### src/design/bpc_pkg.sv
// ----------------------------------------------------------------------------
// bpc_pkg
// Types and constants for the button press classifier.
// ----------------------------------------------------------------------------
`default_nettype none

package bpc_pkg;

  typedef struct packed {
    logic        opcode;
    logic [31:0] now_ms;
    logic        raw_pressed;
    logic [15:0] pin_mask;
  } in_item_t;

  typedef struct packed {
    logic [1:0] event_code;
    logic       pressed;
    logic       haptic_play;
    logic [7:0] haptic_wave;
    logic [1:0] fsm_state;
  } out_item_t;

  typedef enum logic [3:0] {
    PH_IDLE    = 4'b0001,
    PH_DOWN    = 4'b0010,
    PH_PRESSED = 4'b0100,
    PH_UP      = 4'b1000
  } phase_t;

  localparam logic OP_TICK = 1'b0;
  localparam logic OP_EDGE = 1'b1;

  localparam logic [15:0] BUTTON_PIN = 16'h0020;

  localparam logic [1:0] EV_NONE   = 2'd0;
  localparam logic [1:0] EV_SINGLE = 2'd1;
  localparam logic [1:0] EV_LONG   = 2'd2;

  localparam logic [1:0] FSM_IDLE    = 2'd0;
  localparam logic [1:0] FSM_DOWN    = 2'd1;
  localparam logic [1:0] FSM_PRESSED = 2'd2;
  localparam logic [1:0] FSM_UP      = 2'd3;

  localparam logic [2:0] REG_DEBOUNCE      = 3'd0;
  localparam logic [2:0] REG_LONG_PRESS    = 3'd1;
  localparam logic [2:0] REG_SINGLE_MAX    = 3'd2;
  localparam logic [2:0] REG_RELEASE_DELAY = 3'd3;
  localparam logic [2:0] REG_LOCKOUT       = 3'd4;
  localparam logic [2:0] REG_WAVE_PLAY     = 3'd5;
  localparam logic [2:0] REG_PRESS_WAVE    = 3'd6;
  localparam logic [2:0] REG_RELEASE_WAVE  = 3'd7;

  localparam logic [15:0] RST_DEBOUNCE      = 16'd50;
  localparam logic [15:0] RST_LONG_PRESS    = 16'd1000;
  localparam logic [15:0] RST_SINGLE_MAX    = 16'd500;
  localparam logic [15:0] RST_RELEASE_DELAY = 16'd60;
  localparam logic [15:0] RST_LOCKOUT       = 16'd70;
  localparam logic [15:0] RST_WAVE_PLAY     = 16'd50;
  localparam logic [7:0]  RST_PRESS_WAVE    = 8'd26;
  localparam logic [7:0]  RST_RELEASE_WAVE  = 8'd6;

endpackage

`default_nettype wire

### src/design/button_press_classifier.sv
// ----------------------------------------------------------------------------
// button_press_classifier
// Debounce, single/long press detection and haptic waveform requests.
// ----------------------------------------------------------------------------
// Pipeline: input register, then result register; state is updated as an
// item enters the result stage.
// Throughput: one item per cycle while out_ready does not stall the output.
// Reset: synchronous; restores register defaults, idle phase, empty pipeline.
`default_nettype none

module button_press_classifier import bpc_pkg::*; (
  input  wire logic      clk,
  input  wire logic      rst,
  input  wire logic      in_valid,
  output logic           in_ready,
  input  wire in_item_t  in_data,
  output logic           out_valid,
  input  wire logic      out_ready,
  output out_item_t      out_data,
  input  wire logic        cfg_write,
  input  wire logic [2:0]  cfg_index,
  input  wire logic [15:0] cfg_data
);

  logic [15:0] debounce_ms, long_press_ms, single_max_ms, release_min_delay_ms;
  logic [15:0] lockout_ms, waveform_play_ms;
  logic [7:0]  press_wave_id, release_wave_id;

  phase_t      phase, phase_next;
  logic [31:0] phase_since, phase_since_next;
  logic [31:0] press_start, press_start_next;
  logic [31:0] release_due, release_due_next;
  logic [31:0] lockout_until, lockout_until_next;
  logic [31:0] press_wave_end, press_wave_end_next;
  logic        held, held_next;
  logic        long_done, long_done_next;
  logic        press_wave_played, press_wave_played_next;
  logic        release_pending, release_pending_next;
  logic        release_wave_played, release_wave_played_next;

  logic      s1_valid;
  in_item_t  s1_item;
  logic      s1_advance, s1_fire;
  out_item_t result;

  logic [31:0] in_phase, press_dur, press_age, earliest;
  logic        single_ok;

  assign s1_advance = !out_valid || out_ready;
  assign s1_fire    = s1_valid && s1_advance;
  assign in_ready   = !s1_valid || s1_advance;

  assign in_phase  = s1_item.now_ms - phase_since;
  assign press_dur = s1_item.now_ms - press_start;
  assign single_ok = (press_dur >= {16'd0, debounce_ms})
                  && (press_dur < {16'd0, long_press_ms})
                  && (press_dur < {16'd0, single_max_ms});
  assign earliest  = press_start + {16'd0, release_min_delay_ms};

  always_comb begin
    phase_next               = phase;
    phase_since_next         = phase_since;
    press_start_next         = press_start;
    release_due_next         = release_due;
    lockout_until_next       = lockout_until;
    press_wave_end_next      = press_wave_end;
    held_next                = held;
    long_done_next           = long_done;
    press_wave_played_next   = press_wave_played;
    release_pending_next     = release_pending;
    release_wave_played_next = release_wave_played;
    press_age                = 32'd0;
    result                   = '0;
    result.event_code        = EV_NONE;

    if (s1_item.opcode == OP_TICK) begin
      case (phase)
        PH_IDLE: begin
          if (s1_item.raw_pressed) begin
            phase_next       = PH_DOWN;
            phase_since_next = s1_item.now_ms;
            long_done_next   = 1'b0;
          end
        end
        PH_DOWN: begin
          if (!s1_item.raw_pressed) begin
            phase_next       = PH_IDLE;
            phase_since_next = s1_item.now_ms;
          end else if (in_phase >= {16'd0, debounce_ms}) begin
            phase_next       = PH_PRESSED;
            phase_since_next = s1_item.now_ms;
            held_next        = 1'b1;
            press_start_next = s1_item.now_ms;
          end
        end
        PH_PRESSED: begin
          if (!s1_item.raw_pressed) begin
            phase_next       = PH_UP;
            phase_since_next = s1_item.now_ms;
          end
        end
        PH_UP: begin
          if (s1_item.raw_pressed) begin
            phase_next       = PH_PRESSED;
            phase_since_next = s1_item.now_ms;
          end else if (in_phase >= {16'd0, debounce_ms}) begin
            phase_next       = PH_IDLE;
            phase_since_next = s1_item.now_ms;
            held_next        = 1'b0;
            if (single_ok && !long_done) result.event_code = EV_SINGLE;
          end
        end
        default: begin
          phase_next = PH_IDLE;
        end
      endcase

      press_age = s1_item.now_ms - press_start_next;
      if (held_next && !long_done_next && press_age >= {16'd0, long_press_ms}) begin
        long_done_next    = 1'b1;
        result.event_code = EV_LONG;
      end

      if (release_pending && s1_item.now_ms >= release_due && !release_wave_played) begin
        if (!held_next && s1_item.now_ms >= press_wave_end) begin
          result.haptic_play       = 1'b1;
          result.haptic_wave       = release_wave_id;
          release_wave_played_next = 1'b1;
        end
        release_pending_next = 1'b0;
      end
    end else if (s1_item.pin_mask == BUTTON_PIN) begin
      if (s1_item.raw_pressed) begin
        if (!(s1_item.now_ms < lockout_until) && (phase == PH_IDLE || phase == PH_UP)) begin
          long_done_next           = 1'b0;
          release_pending_next     = 1'b0;
          release_wave_played_next = 1'b0;
          result.haptic_play       = 1'b1;
          result.haptic_wave       = press_wave_id;
          press_wave_played_next   = 1'b1;
          press_wave_end_next      = s1_item.now_ms + {16'd0, waveform_play_ms};
          phase_next               = PH_DOWN;
          phase_since_next         = s1_item.now_ms;
        end
      end else if (phase == PH_PRESSED || phase == PH_DOWN) begin
        if (press_wave_played && !release_wave_played) begin
          release_due_next = (earliest > press_wave_end) ? earliest : press_wave_end;
          if (s1_item.now_ms >= release_due_next) begin
            result.haptic_play       = 1'b1;
            result.haptic_wave       = release_wave_id;
            release_wave_played_next = 1'b1;
          end else begin
            release_pending_next = 1'b1;
          end
          press_wave_played_next = 1'b0;
          lockout_until_next     = s1_item.now_ms + {16'd0, lockout_ms};
        end
        phase_next       = PH_UP;
        phase_since_next = s1_item.now_ms;
      end
    end

    result.pressed = held_next;
    case (phase_next)
      PH_IDLE:    result.fsm_state = FSM_IDLE;
      PH_DOWN:    result.fsm_state = FSM_DOWN;
      PH_PRESSED: result.fsm_state = FSM_PRESSED;
      PH_UP:      result.fsm_state = FSM_UP;
      default:    result.fsm_state = FSM_IDLE;
    endcase
  end

  always_ff @(posedge clk) begin
    if (rst) begin
      debounce_ms          <= RST_DEBOUNCE;
      long_press_ms        <= RST_LONG_PRESS;
      single_max_ms        <= RST_SINGLE_MAX;
      release_min_delay_ms <= RST_RELEASE_DELAY;
      lockout_ms           <= RST_LOCKOUT;
      waveform_play_ms     <= RST_WAVE_PLAY;
      press_wave_id        <= RST_PRESS_WAVE;
      release_wave_id      <= RST_RELEASE_WAVE;
    end else if (cfg_write) begin
      case (cfg_index)
        REG_DEBOUNCE:      debounce_ms          <= cfg_data;
        REG_LONG_PRESS:    long_press_ms        <= cfg_data;
        REG_SINGLE_MAX:    single_max_ms        <= cfg_data;
        REG_RELEASE_DELAY: release_min_delay_ms <= cfg_data;
        REG_LOCKOUT:       lockout_ms           <= cfg_data;
        REG_WAVE_PLAY:     waveform_play_ms     <= cfg_data;
        REG_PRESS_WAVE:    press_wave_id        <= cfg_data[7:0];
        REG_RELEASE_WAVE:  release_wave_id      <= cfg_data[7:0];
        default: ;
      endcase
    end
  end

  always_ff @(posedge clk) begin
    if (rst) begin
      phase               <= PH_IDLE;
      phase_since         <= '0;
      press_start         <= '0;
      release_due         <= '0;
      lockout_until       <= '0;
      press_wave_end      <= '0;
      held                <= 1'b0;
      long_done           <= 1'b0;
      press_wave_played   <= 1'b0;
      release_pending     <= 1'b0;
      release_wave_played <= 1'b0;
    end else if (s1_fire) begin
      phase               <= phase_next;
      phase_since         <= phase_since_next;
      press_start         <= press_start_next;
      release_due         <= release_due_next;
      lockout_until       <= lockout_until_next;
      press_wave_end      <= press_wave_end_next;
      held                <= held_next;
      long_done           <= long_done_next;
      press_wave_played   <= press_wave_played_next;
      release_pending     <= release_pending_next;
      release_wave_played <= release_wave_played_next;
    end
  end

  always_ff @(posedge clk) begin
    if (rst) begin
      s1_valid  <= 1'b0;
      out_valid <= 1'b0;
    end else begin
      if (in_ready) s1_valid <= in_valid;
      if (s1_fire) begin
        out_valid <= 1'b1;
      end else if (out_ready) begin
        out_valid <= 1'b0;
      end
    end
  end

  always_ff @(posedge clk) begin
    if (in_valid && in_ready) s1_item <= in_data;
    if (s1_fire) out_data <= result;
  end

  a_no_reserved_event: assert property (@(posedge clk) disable iff (rst)
    out_valid |-> out_data.event_code != 2'd3)
    else $error("reserved event code");

  a_wave_zero_idle: assert property (@(posedge clk) disable iff (rst)
    out_valid && !out_data.haptic_play |-> out_data.haptic_wave == 8'd0)
    else $error("waveform set without play");

  a_single_released: assert property (@(posedge clk) disable iff (rst)
    out_valid && out_data.event_code == EV_SINGLE
      |-> !out_data.pressed && out_data.fsm_state == FSM_IDLE)
    else $error("single press while held");

  a_long_held: assert property (@(posedge clk) disable iff (rst)
    out_valid && out_data.event_code == EV_LONG |-> out_data.pressed)
    else $error("long press while released");

  a_stage_holds: assert property (@(posedge clk) disable iff (rst)
    s1_valid && !s1_advance |=> s1_valid && $stable(s1_item))
    else $error("input stage lost an item");

endmodule

`default_nettype wire
### config.mk
export PLATFORM = sky130hd
export DESIGN_NAME = button_press_classifier
export DESIGN_NICKNAME = d
export VERILOG_FILES = /design/src/design/bpc_pkg.sv /design/src/design/button_press_classifier.sv
export SDC_FILE = /design/constraint.sdc
export NUM_CORES = 1
export LEC_CHECK = 0
export CAP_MARGIN = 40
export CORE_AREA = 2 2 217 219
export CTS_BUF_LIST = sky130_fd_sc_hd__clkbuf_2
export CTS_CLUSTER_DIAMETER = 30
export DETAILED_ROUTE_END_ITERATION = 8
export DIE_AREA = 0 0 219 221
export DONT_BUFFER_PORTS = 1
export PLACE_DENSITY = 0.86
export REMOVE_ABC_BUFFERS = 1
export SYNTH_ARGS = -nofsm -noshare
export SYNTH_HDL_FRONTEND = slang
export SYNTH_SLANG_ARGS = --single-unit
### constraint.sdc
create_clock -name clk -period 11.75 [get_ports clk]
set_clock_uncertainty 0.1 [all_clocks]
set_input_delay 2.35 -clock clk [delete_from_list [all_inputs] [get_ports clk]]
set_output_delay 2.35 -clock clk [all_outputs]
set_load 0.1 [all_outputs]
==> impl_metrics.csv <==
group,metric,value,unit
clock_tree,clk_pin_slew,130,ps
pwr,power_density,98.11,mW/mm2
setup_path,setup.worst_path.start_class,"flop",
setup_path,r2r_start,"s1_item[19]",
floorplan,coreArea,0.04606,mm2
cells_and_area,stdcell_count,4007,
global_routing,grt_pass1_vias,23770,
cells_and_area,fin_nets,3777,
placement,place_area,0.02778,mm2
sta,whs,353.9,ps
detailed_routing,wl_met3,6066,um
clock_tree,cts_hold_buf,0,
clock_tree,cts_tree,"yes",
floorplan,pin_count,90,
sta,final.min_clock_period,10170,ps
cells_and_area,final_cell_mix,"ha_1 (380), nand2_1 (378), a21oi_1 (315)",
sta,relSlewSlack,40.02,%
synth,post_synth.cell_area_avg,8.177,um2
synth,ys.flop_type,"dfxtp_1",
clock_tree,cts_resized,0,
setup_path,max_stage_delay,760,ps
cells_and_area,mostFrequentLayoutCell,"ha_1",
setup_path,ff2ff_path_depth,35,
detailed_routing,routed_wl,76350,um
detailed_routing,drc,0,
synth,ys_ff_latch,347,
setup_path,crit_start,"s1_item[19]",
detailed_routing,met1_length,32320,um
setup_path,cp-end-kind,"flop",
detailed_routing,avgViaCountPerCell,6.160,
synth,synth_warnings,0,
setup_path,slowest_stage,"a2111oi_0",
global_routing,grt_pass1_wl,122200,um
cells_and_area,final_area,0.02880,mm2
setup_path,critPathArrivalTime,10950,ps
floorplan,start_util,58.42,%
global_routing,grt_use_total,31.32,%
placement,dp_hpwl,57460,um
setup_path,path_class,"reg -> reg",
worst_hold_path,min_from,"lockout_until[7]",
sta,slew_violations,0,
clock_tree,clock_latency,1140,ps
clock_tree,numCtsBuffers,98,
setup_path,cp_max_fo,30,
detailed_routing,dr.pass1.iters,6,
run,cap_violations,0,
worst_hold_path,hp-class,"reg -> reg",
placement,port-buffer-count,0,
floorplan,die_y,221,um
run_status,status,"completed",
sta,worst_slew_pin_slew,893.8,ps
clock_tree,root_buffer,"clkbuf_2",
detailed_routing,vias,24680,
detailed_routing,topRoutingLayerUsed,"met5",
floorplan,rows,79,
placement,dp_cells,3823,
detailed_routing,dr_wl_met2,34570,um
sta,hold_viol_final,0,
detailed_routing,postRouteAntennaNets,0,
sta,rsz0062_at_grt,"false",
global_routing,grt_overflow,0,
setup_path,cp.required,12530,ps
worst_hold_path,hold_depth,2,
clock_tree,cts_setup_buffers,0,
sta,tns,0,ps
sta,clock.fmax,0.09830,GHz
synth,syn_inst,3291,
pwr,power_leakage,11.85,nW
synth,synth_async_sr_flop_share,0,%
global_routing,grt_max_degree,225,
sta,fin_crit_sh,86.58,%
pwr,ir_drop,80.15,uV
floorplan,die_x,219,um
detailed_routing,drt-initial-drc-count,1983,
pwr,power,2.825,mW
clock_tree,clkSinkCount,347,
synth,synthDistinctLibCells,79,
synth,synth_area,0.02691,mm2
clock_tree,clockBufferDepth,3,
placement,place.gp.congestion,1.006,
sta,setup_viol,0,
cells_and_area,drive_gt1_share,7.710,%
synth,synth-seq-area-share,28.19,%
clock_tree,htree_num_levels,3,
detailed_routing,wl_per_cell,19.05,um
global_routing,antenna_found_initial,4,
cells_and_area,syn2layout_area_growth,7.016,%
floorplan,die-area,0.04840,mm2
synth,synth_edf_count,64,
## power by group
part / internal [mW] / switching (mW)
registers: 1.24 / 0.0288
clock network: 0.413 / 0.569
logic: 0.229 / 0.348
## worst max-delay path, delay by kind of cell, from the launching register on
family	cells	cell delay (ps)
buffers and inverters	1	490
muxes	1	300
DFF	1	660
adders and majority gates	4	1340
AOI/OAI and AO/OA	12	3370
xor gates and xnor gates	2	260
and+or+nand+nor	15	3410
## cells in the mapped netlist, types with 64 or more instances
library cell  number  share of area (%)
mux2i_1          142                5.3
clkbuf_1         106                1.5
nand3_1           64                1.2
nor2_1           234                3.3
dfxtp_1          283                 21
a21o_1           102                2.8
a21oi_1          316                5.9
o21ai_0          147                2.7
ha_1             380                 18
nand2_1          378                5.3
xnor2_1           88                2.9
edfxtp_1          64                7.1
inv_1            270                3.8
## cell type report
cell class | instances | area [um2]
tap | 607 | 759.5
multi-input combinational | 2543 | 17820
sequential | 347 | 7587
clock inverter | 44 | 300.3
antenna | 2 | 5.005
clock buffer | 137 | 685.7
fill | 4007 | 17260
inverter | 270 | 1013
timing repair buffer | 57 | 628.1
## final timing paths
path                      end  slack, ps
min reg2reg  lockout_until[7]        350
max reg2reg      out_data[13]       1580
max              out_data[13]       1580
min          lockout_until[7]        350
## per-stage QoR
step / util (%) / setup WS (ps)
after floorplan: - / 1599
after global placement: 59.64 / 1867
after detailed placement: 60.32 / 1626
after CTS: 62.46 / 1643
after global routing: 62.52 / 833.7
final: 62.52 / 1577
## kinds of logic (layout without fill, tap and decap cells)
| group | count (synthesis) | after routing | synth area share [%] |
|---|---|---|---|
| AOI/OAI and AO/OA | 846 | 846 | 19.79 |
| other | 0 | 2 | 0 |
| muxes | 148 | 148 | 5.533 |
| buffers and inverters | 401 | 508 | 5.751 |
| adders and majority gates | 386 | 386 | 18.11 |
| DFF | 347 | 347 | 28.19 |
| and+or+nand+nor | 1017 | 1017 | 17.87 |
| xor gates and xnor gates | 146 | 146 | 4.752 |
## state kept, by name, indices dropped and copies added (netlist names), 16 cells and up
| register | cells |
|---|---|
| press_wave_end | 32 |
| debounce_ms | 16 |
| phase_since | 32 |
| release_min_delay_ms | 16 |
| lockout_until | 32 |
| s1_item | 50 |
| release_due | 32 |
| long_press_ms | 16 |
| single_max_ms | 16 |
| lockout_ms | 16 |
| waveform_play_ms | 16 |
| press_start | 32 |
## per-layer routing
layer | up-vias | GRT usage [%]
met2 | 997 | 50.24
li1 | 11880 | -
met4 | 4 | 15.45
met3 | 210 | 6.062
met5 | - | 0
met1 | 11590 | 40.16
Note: power is estimated with default switching activity, not from simulation.
